==> config.mk <==
export PLATFORM = sky130hd
export DESIGN_NAME = packet_loss_weighted_average
export DESIGN_NICKNAME = d
export VERILOG_FILES = /design/src/hdl/plwa_pkg.sv /design/src/hdl/plwa_ram.sv /design/src/hdl/packet_loss_weighted_average.sv
export SDC_FILE = /design/constraint.sdc
export NUM_CORES = 1
export LEC_CHECK = 0
export BUFFER_PORTS_ARGS = -buffer_cell sky130_fd_sc_hd__clkbuf_2
export CAP_MARGIN = 0
export CORE_UTILIZATION = 51
export CTS_BUF_LIST = sky130_fd_sc_hd__clkbuf_8
export DETAILED_ROUTE_END_ITERATION = 10
export GPL_ROUTABILITY_DRIVEN = 1
export PLACE_DENSITY = 0.74
export SYNTH_ARGS = -nofsm -noshare
export SYNTH_HDL_FRONTEND = slang
export SYNTH_SLANG_ARGS = --single-unit
==> constraint.sdc <==
create_clock -name clk -period 11.62 [get_ports clk]
set_input_delay 1.162 -clock clk [delete_from_list [all_inputs] [get_ports clk]]
set_output_delay 1.162 -clock clk [all_outputs]
set_load 0.05 [all_outputs]
==> src/hdl/plwa_pkg.sv <==
`default_nettype none

package plwa_pkg;

	// Window depth used when the top level is not given another one.
	localparam int HISTORY_LENGTH_DEF = 24;

	// Loss fractions are unsigned Q1.16, so the first division yields 17 quotient bits.
	localparam int FRAC_FBITS = 16;
	localparam int FRAC_W     = FRAC_FBITS + 1;

	// Sequencer states.
	typedef enum logic [2:0] {
		ST_IDLE,
		ST_FRAC,
		ST_MUL,
		ST_SUM,
		ST_DENOM,
		ST_AVG,
		ST_OUT
	} state_t;

endpackage

`default_nettype wire

==> src/hdl/plwa_ram.sv <==
`default_nettype none

module plwa_ram #(
	parameter int WIDTH = 17,
	parameter int DEPTH = 24,
	parameter int AW    = (DEPTH > 1) ? $clog2(DEPTH) : 1
) (
	input  wire logic             clk,
	input  wire logic             wr_en,
	input  wire logic [AW-1:0]    wr_addr,
	input  wire logic [WIDTH-1:0] wr_data,
	input  wire logic             rd_en,
	input  wire logic [AW-1:0]    rd_addr,
	output logic      [WIDTH-1:0] rd_data
);

	logic [WIDTH-1:0] mem_q [DEPTH];

	// One write port and one registered read port.
	always_ff @(posedge clk) begin
		if (wr_en) begin
			mem_q[wr_addr] <= wr_data;
		end
		if (rd_en) begin
			rd_data <= mem_q[rd_addr];
		end
	end

endmodule

`default_nettype wire

==> src/hdl/packet_loss_weighted_average.sv <==
// Packet loss weighted average. Each item is one feedback report (expected and
// lost packet counts). The block forms the loss fraction lost*65536/expected in
// unsigned Q1.16, with lost saturated at expected and a zero expected count giving
// zero, pushes it into a window of the last HISTORY_LENGTH fractions, and returns
// the linearly weighted average of the window (oldest weight 1, newest weight n)
// together with the window fill. One shared compare-and-subtract unit performs both
// restoring divisions one quotient bit per cycle: first the fraction, then, after
// the steps that form the product, the sums and the divisor, the average; a last
// step loads the output register, after which the next item can be accepted. The
// input is not ready while an item is in work; the result sits in an output
// register until it is taken, and a result that has not been taken holds the next
// one in its last step.
`default_nettype none

module packet_loss_weighted_average #(
	parameter int HISTORY_LENGTH = plwa_pkg::HISTORY_LENGTH_DEF
) (
	input  wire logic        clk,
	input  wire logic        arst_n,
	input  wire logic        in_valid,
	output logic             in_ready,
	input  wire logic [15:0] expected_count,
	input  wire logic [15:0] lost_count,
	output logic             out_valid,
	input  wire logic        out_ready,
	output logic      [16:0] loss_average,
	output logic      [4:0]  window_fill
);

	import plwa_pkg::*;

	localparam int H     = HISTORY_LENGTH;
	localparam int FW    = $clog2(H + 1);
	localparam int SLW   = (H > 1) ? $clog2(H) : 1;
	localparam int TRI   = H * (H + 1) / 2;
	localparam int DW    = $clog2(TRI + 1);
	localparam int PW    = FRAC_W + FW;
	localparam int WW    = FRAC_W + DW;
	localparam int RW    = (DW + 1 > FRAC_W) ? DW + 1 : FRAC_W;
	localparam int CW    = $clog2(WW);

	state_t state_q, state_d;

	logic [15:0]       exp_q;
	logic              exp_zero_q;
	logic [FRAC_W-1:0] rem1_q;
	logic [FRAC_W-1:0] quo1_q;
	logic [FRAC_W-1:0] frac_q;
	logic [DW-1:0]     rem2_q;
	logic [WW-1:0]     div_q;
	logic [CW-1:0]     cnt_q;
	logic [SLW-1:0]    slot_q;
	logic [FW-1:0]     fill_q;
	logic [PW-1:0]     plain_q;
	logic [WW-1:0]     weighted_q;
	logic [PW-1:0]     pbase_q;
	logic [WW-1:0]     wbase_q;
	logic [PW-1:0]     prod_q;
	logic [DW-1:0]     denom_q;
	logic              out_valid_q;
	logic [16:0]       avg_q;
	logic [4:0]        fill_out_q;

	logic              in_acc;
	logic              ram_rd_en;
	logic              ram_wr_en;
	logic [FRAC_W-1:0] oldest;
	logic              full;
	logic              cnt_last;
	logic [FRAC_W-1:0] cand1;
	logic [DW:0]       cand2;
	logic [RW-1:0]     sub_a;
	logic [RW-1:0]     sub_b;
	logic [RW-1:0]     diff;
	logic              ge;
	logic [FW-1:0]     weight;
	logic [FRAC_W-1:0] frac_w;
	logic [FW:0]       fill_p1;
	logic [2*FW:0]     tri_w;
	logic [FW+4:0]     fill_ext;
	logic              out_free;

	// Window store, read at the oldest slot on acceptance and written once per item.
	plwa_ram #(
		.WIDTH (FRAC_W),
		.DEPTH (H),
		.AW    (SLW)
	) u_window (
		.clk     (clk),
		.wr_en   (ram_wr_en),
		.wr_addr (slot_q),
		.wr_data (frac_q),
		.rd_en   (ram_rd_en),
		.rd_addr (slot_q),
		.rd_data (oldest)
	);

	assign in_acc   = in_valid & in_ready;
	assign full     = (fill_q == FW'(H));
	assign cnt_last = (cnt_q == '0);
	assign out_free = ~out_valid_q | out_ready;

	// Shared compare-and-subtract unit, one quotient bit per cycle for both divisions.
	assign cand1 = (cnt_q == CW'(FRAC_W - 1)) ? rem1_q : {rem1_q[FRAC_W-2:0], 1'b0};
	assign cand2 = {rem2_q, div_q[WW-1]};
	assign sub_a = (state_q == ST_AVG) ? RW'(cand2) : RW'(cand1);
	assign sub_b = (state_q == ST_AVG) ? RW'(denom_q) : RW'(exp_q);
	assign diff  = sub_a - sub_b;
	assign ge    = (sub_a >= sub_b);

	// Fraction after the first division; a zero expected count forces zero.
	assign frac_w = exp_zero_q ? '0 : quo1_q;
	assign weight = full ? FW'(H) : FW'(fill_q + 1'b1);

	// Twice the triangular number of the new fill, halved for the averaging divisor.
	assign fill_p1 = {1'b0, fill_q} + 1'b1;
	assign tri_w   = fill_q * fill_p1;

	assign fill_ext = {5'b0, fill_q};

	// Next state.
	always_comb begin
		state_d = state_q;
		unique case (state_q)
			ST_IDLE:  if (in_acc) state_d = ST_FRAC;
			ST_FRAC:  if (cnt_last) state_d = ST_MUL;
			ST_MUL:   state_d = ST_SUM;
			ST_SUM:   state_d = ST_DENOM;
			ST_DENOM: state_d = ST_AVG;
			ST_AVG:   if (cnt_last) state_d = ST_OUT;
			ST_OUT:   if (out_free) state_d = ST_IDLE;
			default:  state_d = ST_IDLE;
		endcase
	end

	// Control outputs of the sequencer.
	always_comb begin
		in_ready  = 1'b0;
		ram_rd_en = 1'b0;
		ram_wr_en = 1'b0;
		unique case (state_q)
			ST_IDLE: begin
				in_ready  = 1'b1;
				ram_rd_en = in_valid;
			end
			ST_SUM:  ram_wr_en = 1'b1;
			default: ;
		endcase
	end

	// Control state: sequencer, window pointers and the output handshake.
	always_ff @(posedge clk or negedge arst_n) begin
		if (!arst_n) begin
			state_q     <= ST_IDLE;
			slot_q      <= '0;
			fill_q      <= '0;
			plain_q     <= '0;
			weighted_q  <= '0;
			out_valid_q <= 1'b0;
		end else begin
			state_q <= state_d;
			// A new result replaces one that is taken in the same cycle.
			if (state_q == ST_OUT && out_free) begin
				out_valid_q <= 1'b1;
			end else if (out_valid_q && out_ready) begin
				out_valid_q <= 1'b0;
			end
			unique case (state_q)
				ST_SUM: begin
					plain_q    <= pbase_q + PW'(frac_q);
					weighted_q <= wbase_q + WW'(prod_q);
					if (!full) begin
						fill_q <= fill_q + 1'b1;
					end
					slot_q <= (slot_q == SLW'(H - 1)) ? '0 : slot_q + 1'b1;
				end
				default: ;
			endcase
		end
	end

	// Datapath registers.
	always_ff @(posedge clk) begin
		unique case (state_q)
			ST_IDLE: begin
				if (in_acc) begin
					exp_q      <= expected_count;
					exp_zero_q <= (expected_count == '0);
					rem1_q     <= FRAC_W'((lost_count > expected_count) ? expected_count
						: lost_count);
					cnt_q      <= CW'(FRAC_W - 1);
				end
			end
			ST_FRAC: begin
				rem1_q <= ge ? diff[FRAC_W-1:0] : cand1;
				quo1_q <= {quo1_q[FRAC_W-2:0], ge};
				cnt_q  <= cnt_q - 1'b1;
			end
			ST_MUL: begin
				frac_q  <= frac_w;
				prod_q  <= PW'(weight) * PW'(frac_w);
				wbase_q <= full ? weighted_q - WW'(plain_q) : weighted_q;
				pbase_q <= full ? plain_q - PW'(oldest) : plain_q;
			end
			ST_DENOM: begin
				denom_q <= DW'(tri_w >> 1);
				div_q   <= weighted_q;
				rem2_q  <= '0;
				cnt_q   <= CW'(WW - 1);
			end
			ST_AVG: begin
				rem2_q <= ge ? diff[DW-1:0] : cand2[DW-1:0];
				div_q  <= {div_q[WW-2:0], ge};
				cnt_q  <= cnt_q - 1'b1;
			end
			ST_OUT: begin
				if (out_free) begin
					avg_q      <= div_q[16:0];
					fill_out_q <= fill_ext[4:0];
				end
			end
			default: ;
		endcase
	end

	assign out_valid    = out_valid_q;
	assign loss_average = avg_q;
	assign window_fill  = fill_out_q;

endmodule

`default_nettype wire

After elaboration in Yosys (flattened, before gate mapping)
Memories as Yosys holds them, arrays and structs flattened. A register that Yosys moved wholly into a read port is not among the register bits.
Cells that the tools add are included.
{ "word_totals": {"ff_bits": 271, "ram_bits": 408, "input_bits": 36, "wordCells": 96, "memories": 1} }
{ "op_classes": {"addsub": 9, "multipliers": 2, "order_cmp": 2, "n_eq_ne": 13, "muxes": 29, "bitwise_logic": 4, "n_reduce_logical": 16} }
{ "mem_list": {"columns": ["memory", "words", "word_bits", "rd", "rd_clocked_by_memory_dff", "wr", "line_no", "rtl"], "rows": [
  ["u_window.mem_q", 24, 17, 1, 1, 1, "plwa_ram.sv:17", "logic [WIDTH-1:0] mem_q [DEPTH];"]
]} }
{ "op_table": {"columns": ["cell", "n"], "rows": [
  ["$mux W17", 5],
  ["$pmux W26 S2", 1],
  ["$pmux W17 S2", 1],
  ["$mux W16", 2],
  ["$add A26 B22 Y26", 1],
  ["$mux W26", 1],
  ["$sub A26 B22 Y26", 1],
  ["$add A22 B17 Y22", 1],
  ["$mul A5 B17 Y22", 1],
  ["$mux W22", 1],
  ["$sub A22 B17 Y22", 1],
  ["$pmux W3 S7", 1],
  ["$pmux W9 S2", 1],
  ["$ge A17 B16 Y1", 1],
  ["$sub A17 B16 Y17", 1],
  ["$gt A16 B16 Y1", 1],
  ["$logic_not A16 Y1", 1],
  ["$eq A5 B5 Y1 const B", 3],
  ["$mux W5", 3],
  ["$pmux W5 S3", 1],
  ["$mux W3", 4],
  ["$add A5 B1 Y5 const B", 2],
  ["$mul A5 B6 Y10", 1],
  ["$reduce_and A2 Y1", 5],
  ["other kinds (18)", 34]
]} }

Depth between registers and ports, before layout
Gate-level depths: netlist (run 1).
{ "depth": {"ltp_word": 6, "depth_mapped": 21} }

By module
A second synthesis (run 1) with hierarchy kept.
{ "unflattened": {"hier_cells": 2710, "area_unflattened_um2": 35183.7} }
{ "modules_own_cells": {"columns": ["mod", "n_inst", "cells_each", "area_per_inst_um2", "seq_area_each_um2"], "rows": [
  ["packet_loss_weighted_average", 1, 1944, 18841.8, 7827.5],
  ["plwa_ram", 1, 766, 16341.9, 12762.2]
]} }

Worst setup path before layout (run 1)
No wires, ideal clock.
{ "synth_path": {"kind": "reg-to-reg", "start": "register state_q[2]", "end": "register rem1_q[14], data pin", "setup_ns": 0.281, "t_arrival_ns": 5.108, "t_required_ns": 11.339, "setup_slack_ns": 6.231, "path_stages_with_launch": 18, "synth_period_minus_slack_ns": 5.389, "cell_sequence": "dfrtp_1 -> buf_2 -> nor2b_1 -> and2_1 -> clkbuf_1 -> clkbuf_1 -> mux2i_1 -> ha_1 -> o21a_1 -> o31a_1 -> o21ai_2 -> o211a_1 -> o21a_1 -> o21a_2 -> buf_6 -> buf_6 -> a211oi_2 -> a211oi_1"} }
{ "synth_via": {"elab_chain_cells": 5, "elab_cells_between_ends": 9, "cone_classes": "add/sub: 1; order compare: 1; eq/ne: 2; mux: 4; reduce/logical: 1"} }
{ "synth_lines": {"columns": ["item", "line_no", "rtl"], "rows": [
  ["start, declared", "packet_loss_weighted_average.sv:42", "state_t state_q, state_d;"],
  ["start signal, assigned", "packet_loss_weighted_average.sv:161", "state_q <= state_d;"],
  ["$eq A3 B3 Y1", "packet_loss_weighted_average.sv:106, packet_loss_weighted_average.sv:107", null],
  ["$mux W17 / $mux W16 (equally long branches)", "packet_loss_weighted_average.sv:106, packet_loss_weighted_average.sv:107", null],
  ["$sub A17 B16 Y17 / $ge A17 B16 Y1 (equally long branches)", "packet_loss_weighted_average.sv:108, packet_loss_weighted_average.sv:109", null],
  ["$mux W17", "packet_loss_weighted_average.sv:195", "rem1_q <= ge ? diff[FRAC_W-1:0] : cand1;"],
  ["$pmux W17 S2 (*)", "packet_loss_weighted_average.sv:184", "unique case (state_q)"],
  ["end signal, assigned", "packet_loss_weighted_average.sv:189", "rem1_q <= FRAC_W'((lost_count > expected_count) ? expected_count"],
  ["end signal, assigned", "packet_loss_weighted_average.sv:195", null],
  ["end, declared", "packet_loss_weighted_average.sv:46", "logic [FRAC_W-1:0] rem1_q;"]
]} }
Every way passes the cells marked *; elsewhere a longest branch is shown, timed or not.
A chain may end at the register's enable or synchronous reset.

Worst setup path in the final report (run 1)
{ "layout_path": {"start": "register state_q[2]", "end": "register rem1_q[2], data pin"} }
The elaborated chain is that of the path after synthesis.

==> qor.csv, run 1 <==
stage,metric,value,unit
run_status,status,"complete, no violations",
finish,seqCellArea,20600,um^2
die,initial_utilization,51.6,%
min_path,min_from,div_q[1],
die,dieWidth,265,um
placement,dpl.hpwl,56.0,mm
placement,dp_cells,3614,
finish,stdcell_count,3820,
worst_setup_path,rrSetupSlack,5.61,ns
worst_setup_path,cp.arrival,6.45,ns
finish,syn2layout_area_growth,9.78,%
clock_tree,insertion_delay,0.74,ns
die,core,68600,um^2
placement,post-place-ws,5.66,ns
synth,yosysUniqueCellTypes,78,
worst_setup_path,start_kind,flop,
flow_run,cap_violations,0,
synth,synth_nets,2953,
routing,route.vias.total,22238,
synth,syn-cell-area,35400,um^2
placement,place_congestion,0.906,
worst_setup_path,r2r-end,rem1_q[2],
power_and_ir_drop,power_leakage,14.8,nW
clock_tree,postCtsHoldBufs,0,
routing,drt_wl_total,83.6,mm
sta,finClkSkew,0.0279,ns
sta,timing.final.setup_violations,0,
synth,synthTopCellsByArea,"edfxtp_1 54%, mux4_2 6.5%, ha_1 6.0%",
sta,drv_slew,0,
global_routing,grt_max_degree,87,
sta,tns,0,ns
synth,syn_avg_cell_area,13.2,um^2
sta,rsz0062_at_grt,false,
global_routing,grt_pass1_wl,129,mm
clock_tree,cts_setup_buffers,0,
min_path,min_path_type,reg -> reg,
synth,synth_seq_cells,696,
routing,drt-pass1-iter-count,6,
synth,synthArstFlopShare,8.91,%
routing,drcViolationCount,0,
power_and_ir_drop,p_per_area,223,nW/um^2
worst_setup_path,required,12.06,ns
worst_setup_path,path_max_fanout,58,
worst_setup_path,path_class,reg -> reg,
sta,final.min_clock_period,6.01,ns
routing,vias_per_cell,5.82,
worst_setup_path,ff2ff_path_depth,14,
sta,worst_pin_slew,1.19,ns
placement,port_buffers,59,
power_and_ir_drop,peakVddDrop,0.155,mV
clock_tree,ctsLongestPathBuffers,3,
sta,final_hold_viol_count,0,
sta,fmax,167,MHz
sta,period_share,51.7,%
sta,slew-limit-headroom,20.6,%
clock_tree,cts.sinks,696,
synth,yosys_warnings,0,
clock_tree,cts_made_buffers,111,
finish,num-nets-final,3063,
min_path,whs_path_depth,0,
die,dieHeight,265,um
synth,synthFlopType,edfxtp_1,
sta,hold_ws,0.451,ns
global_routing,grt_pass1_vias,22748,
routing,ant_nets,0,
worst_setup_path,r2r-start,state_q[2],
min_path,min_to,loss_average[1],
finish,fill_cells,5417,
finish,multiInputGateArea,13700,um^2
sta,fin_ws,5.61,ns
synth,synth_edf_count,634,
routing,drt-initial-drc-count,1909,
synth,synthCells,2686,
global_routing,grt_usage,23.9,%
global_routing,antenna_found_initial,3,
worst_setup_path,crit_path_end_kind,flop,
clock_tree,cts_root_buffer,clkbuf_8,
synth,seq_area_frac_synth,58.2,%
clock_tree,clk_pin_slew,0.06,ns
die,die-area,70500,um^2
clock_tree,cts_tree,built,
routing,wl_per_cell,21.9,um
die,fp-row-count,96,
clock_tree,h-tree-depth,3,
synth,synth_top_area_share,53.8,%
clock_tree,cts_resized,0,
global_routing,grt.overflow.total,0,
power_and_ir_drop,power,0.00866,W
die,ios,60,
finish,drive_gt1_share,14.0,%
synth,yosysTopAreaCell,edfxtp_1,
-- per-layer routing --
layer  track usage (%)  vias up  part of all wire, %
met2              40.7      812                   50
met4              10.0        0                  3.7
met3              3.38      176                  6.1
met1              30.8    11071                   40
li1                  -    10179                    -
met5                 0        -                    0
-- state kept, by name, indices dropped and copies added (netlist names), 3 cells and up --
name / flops
slot_q: 5
div_q: 26
exp_q: 16
quo1_q: 17
rem2_q: 9
frac_q: 17
fill_q: 5
loss_average: 17
rem1_q: 17
plain_q: 22
u_window.rd_data: 17
state_q: 3
window_fill: 5
wbase_q: 26
pbase_q: 22
u_window.mem_q: 408
weighted_q: 26
denom_q: 9
cnt_q: 5
prod_q: 22
-- layout make-up --
cell class | instances | share of cell area [%]
flip-flops and latches | 696 | 53.0
multi-input cells | 1700 | 35.3
clock buffers | 119 | 4.21
well taps | 931 | 3.00
inverters | 189 | 1.83
repair buffers | 98 | 1.52
clock inverters | 86 | 1.09
diodes | 1 | 0.00644
-- logic make-up after synthesis --
kind of cell / count (synthesis) / share of synthesized area, %
muxes: 164 / 8.31
adders and majority gates: 231 / 9.46
AOI/OAI and AO/OA: 458 / 8.53
buffers and inverters: 290 / 3.17
xor gates and xnor gates: 117 / 2.89
and+or+nand+nor: 730 / 9.47
DFF: 696 / 58.2
-- critical path: stages (launching register included) --
cell and delay, ns:
dfrtp_1 0.49, nor2b_4 0.91, nand2_2 0.89, o21ai_0 0.62
inv_1 0.09, ha_1 0.32, nor2b_1 0.15, o31a_1 0.29
o21ai_2 0.29, o211a_1 0.19, o21a_1 0.13, o21a_2 0.56
inv_2 0.27, nor2_1 0.35, a221oi_1 0.15
-- worst max path at each step --
stage               startpoint          to  slack, ns  cells past startpoint
finish              state_q[2]   rem1_q[2]       5.61                     14
global placement    state_q[1]   rem1_q[9]       5.90                     14
detailed placement  state_q[1]   rem1_q[2]       5.66                     14
CTS                 state_q[2]   rem1_q[2]       5.63                     14
floorplan           state_q[2]  rem1_q[14]       6.23                     17
global route        state_q[2]   rem1_q[9]       5.09                     14
-- power breakdown --
group / switching (W) / leakage [nW] / internal, W / total, W
Combinational: 0.00195 / 6.95 / 0.00135 / 0.00331
Sequential: 0.000279 / 6.59 / 0.00314 / 0.00342
Clock: 0.000984 / 1.24 / 0.000954 / 0.00194
Total: 0.00322 / 14.8 / 0.00545 / 0.00866
-- Yosys cell counts, types with 43 or more instances --
master / number
edfxtp_1: 634
nand2_1: 291
inv_1: 188
nor2_1: 178
ha_1: 170
o21ai_0: 137
mux4_2: 102
a21oi_1: 92
xnor2_1: 77
clkbuf_1: 70
dfrtp_1: 62
fa_1: 61
nand3_1: 57
nand2b_1: 46
mux2i_1: 43
-- per-stage QoR --
stage	area [um^2]	util, %
final	38900	56.7
after global routing	38900	56.7
after CTS	38900	56.7
after detailed placement	36800	53.7
after global placement	36800	53.7
after floorplan	35400	-
-- cells in the final DEF (no fill, tap or decap), types with 17 or more instances in the layout --
cell,instances
edfxtp_1,634
nand2_1,290
inv_1,240
nor2_1,177
ha_1,170
o21ai_0,137
clkbuf_8,119
mux4_2,102
a21oi_1,92
xnor2_1,77
fa_1,61
dfrtp_1,60
clkbuf_2,58
nand3_1,57
nand2b_1,46
mux2i_1,43
xor2_1,40
buf_4,40
a22oi_1,34
a21o_1,32
nor3_1,28
and3_1,23
a211oi_1,22
o21a_1,20
clkinv_1,20
mux2_2,19
nor2b_1,17
Note: power is estimated with default switching activity, not from simulation.
==> run 2: changes to the inputs <==
==> constraint.sdc (replaced) <==
create_clock -name clk -period 6.2 [get_ports clk]
set_input_delay 0.62 -clock clk [delete_from_list [all_inputs] [get_ports clk]]
set_output_delay 0.62 -clock clk [all_outputs]
set_load 0.05 [all_outputs]
==> qor.csv, run 2 (synthesis results as in run 1) <==
stage,metric,value,unit,change
sta,tns,0,ns,unchanged
worst_setup_path,crit_path_end_kind,flop,,
die,dieWidth,265,um,unchanged
routing,ant_nets,0,,unchanged
clock_tree,clk_pin_slew,0.06,ns,about the same
clock_tree,postCtsHoldBufs,0,,unchanged
finish,drive_gt1_share,14.0,%,+0.039 points
routing,drcViolationCount,0,,unchanged
worst_setup_path,start_kind,flop,,
worst_setup_path,path_class,reg -> reg,,
clock_tree,insertion_delay,0.75,ns,about the same
routing,drt-pass1-iter-count,6,,unchanged
die,ios,60,,unchanged
power_and_ir_drop,p_per_area,416,nW/um^2,+87%
sta,timing.final.setup_violations,0,,unchanged
sta,finClkSkew,0.0407,ns,+0.0129 ns
global_routing,antenna_found_initial,1,,-2
sta,period_share,93.9,%,+42 points
finish,syn2layout_area_growth,9.69,%,about the same
worst_setup_path,critPathTopFamily,adder cells,,
sta,worst_pin_slew,1.20,ns,+0.00754 ns
die,die-area,70500,um^2,unchanged
sta,slew-limit-headroom,20.1,%,-0.50 points
clock_tree,cts_setup_buffers,0,,unchanged
placement,port_buffers,59,,unchanged
sta,final_hold_viol_count,0,,unchanged
die,initial_utilization,51.6,%,unchanged
power_and_ir_drop,p_switching,0.00598,W,+86%
power_and_ir_drop,pwr-share-comb,38.2,%,about the same
sta,rsz0062_at_grt,false,,
power_and_ir_drop,power_leakage,14.7,nW,-0.55%
finish,largest_reg_flops,408,,unchanged
clock_tree,ctsLongestPathBuffers,3,,unchanged
placement,post-place-ws,0.463,ns,-5.20 ns
worst_setup_path,max_stage_delay,0.54,ns,-0.37 ns
die,dieHeight,265,um,unchanged
global_routing,grt_usage,23.7,%,-0.24 points
worst_setup_path,crit_path_top_delay_cell,a311oi_1,,
power_and_ir_drop,power.clock.fraction,22.2,%,-0.2 points
power_and_ir_drop,swShare,37.0,%,-0.15 points
finish,regMostFlops,u_window.mem_q,,
power_and_ir_drop,p_int,0.0102,W,+87%
worst_setup_path,required,6.68,ns,-5.38 ns
placement,place_congestion,0.923,,+1.9%
global_routing,grt.overflow.total,0,,unchanged
global_routing,grt_pass1_vias,22599,,-0.66%
sta,final.min_clock_period,5.82,ns,-0.182 ns
min_path,min_path_type,in -> async,,
clock_tree,cts_resized,0,,unchanged
flow_run,cap_violations,0,,unchanged
clock_tree,h-tree-depth,3,,unchanged
worst_setup_path,r2r-start,fill_q[0],,
worst_setup_path,cp.arrival,6.30,ns,-0.15 ns
clock_tree,cts_made_buffers,109,,-1.8%
clock_tree,cts_tree,built,,
worst_setup_path,rrSetupSlack,0.38,ns,-5.24 ns
clock_tree,cts.sinks,696,,unchanged
routing,vias_per_cell,5.82,,about the same
run_status,status,"complete, no violations",,
routing,route.vias.total,22241,,+0.013%
finish,num-nets-final,3065,,+0.065%
routing,wl_per_cell,21.6,um,-1.2%
die,fp-row-count,96,,unchanged
sta,fin_ws,0.377,ns,-5.24 ns
worst_setup_path,r2r-end,prod_q[20],,
sta,fmax,172,MHz,+3.1%
finish,layout_common_cells,"634 x edfxtp_1, 290 x nand2_1, 222 x inv_1, 177 x nor2_1, 170 x ha_1",,
worst_setup_path,path_max_fanout,12,,-79%
global_routing,grt_pass1_wl,127,mm,-1.2%
worst_setup_path,ff2ff_path_depth,20,,+6
power_and_ir_drop,p_seq_share,39.6,%,about the same
placement,dpl.hpwl,55.8,mm,-0.47%
power_and_ir_drop,peakVddDrop,0.297,mV,+91%
clock_tree,cts_root_buffer,clkbuf_8,,
worst_setup_path,crit_buf_inv,4,,+2
global_routing,grt_max_degree,87,,unchanged
die,core,68600,um^2,unchanged
worst_setup_path,path_cells,"inv_1, ha_1, nand4b_1, buf_4, and2_1, nor2_1, fa_1, fa_1, inv_1, fa_1, inv_1, ha_1, nand4_1, nor3_1, nor2_1, a311oi_1, a2111oi_0, o21bai_1, a21oi_1, xnor2_1",,
routing,drt-initial-drc-count,1834,,-3.9%
finish,layout_commonest_cell,edfxtp_1,,
routing,drt_wl_total,82.6,mm,-1.2%
sta,drv_slew,0,,unchanged
==> run 2: cell count changes in the layout (fill, tap and decap cells not counted), moves of 3 or more <==
cell | before | now
buf_4 | 40 | 44
clkbuf_8 | 119 | 112
clkinv_1 | 20 | 36
inv_16 | 0 | 3
inv_1 | 240 | 222
==> run 2: worst max-delay path by stage <==
| stage | start | to | cells after the start |
|---|---|---|---|
| global placement | fill_q[0] | prod_q[20] | 19 |
| detailed placement | fill_q[0] | prod_q[20] | 20 |
| global route | fill_q[0] | prod_q[20] | 20 |
| CTS | fill_q[0] | prod_q[20] | 20 |
| finish | fill_q[0] | prod_q[20] | 20 |
| floorplan | state_q[2] | rem1_q[14] | 17 |
==> run 2: worst reg2reg max path: cells and delay by family, from the launching register on <==
kind,cells,cell delay (ns)
buffers and inverters,4,0.49
DFF,1,0.53
adders and majority gates,5,2.14
xor gates and xnor gates,1,0.15
and+or+nand+nor,6,1.18
AOI/OAI and AO/OA,4,1.06
==> run 2: per-stage QoR <==
stage | power, W | instances | utilization (%) | hold slack [ns] | area (um^2)
after floorplan | 0.0111 | 2686 | - | 0.324 | 35400
after global placement | 0.0124 | 3618 | 53.7 | 0.438 | 36800
after detailed placement | 0.0126 | 3618 | 53.7 | 0.436 | 36800
after CTS | 0.0162 | 3818 | 56.6 | 0.0224 | 38800
after global routing | 0.0171 | 3819 | 56.6 | 0.0881 | 38800
final | 0.0162 | 3820 | 56.6 | 0.0208 | 38800
==> run 2: final cells by class <==
class	count	area (um^2)
Clock inverter	88	457
Timing Repair Buffer	102	621
Tap cell	931	1160
Antenna cell	2	5.00
Clock buffer	112	1540
Sequential cell	696	20600
Fill cell	5467	29800
Multi-Input combinational cell	1700	13700
Inverter	189	709
==> run 2: power groups by stage <==
stage | sequential (W) | combinational [W] | clock (W)
after global routing | 0.00648 | 0.00683 | 0.00384
after detailed placement | 0.00650 | 0.00613 | 0
after floorplan | 0.00618 | 0.00494 | 0
after CTS | 0.00641 | 0.00617 | 0.00366
after global placement | 0.00648 | 0.00595 | 0
final | 0.00641 | 0.00618 | 0.00358
==> run 2: metal layers <==
layer,GRT usage (%),wire length [um],vias to the layer above,part of all wire [%]
li1,-,-,10179,-
met5,0,0,-,0
met2,41.1,41700,777,50
met4,9.40,2750,0,3.3
met1,30.1,33600,11103,41
met3,3.27,4600,182,5.6
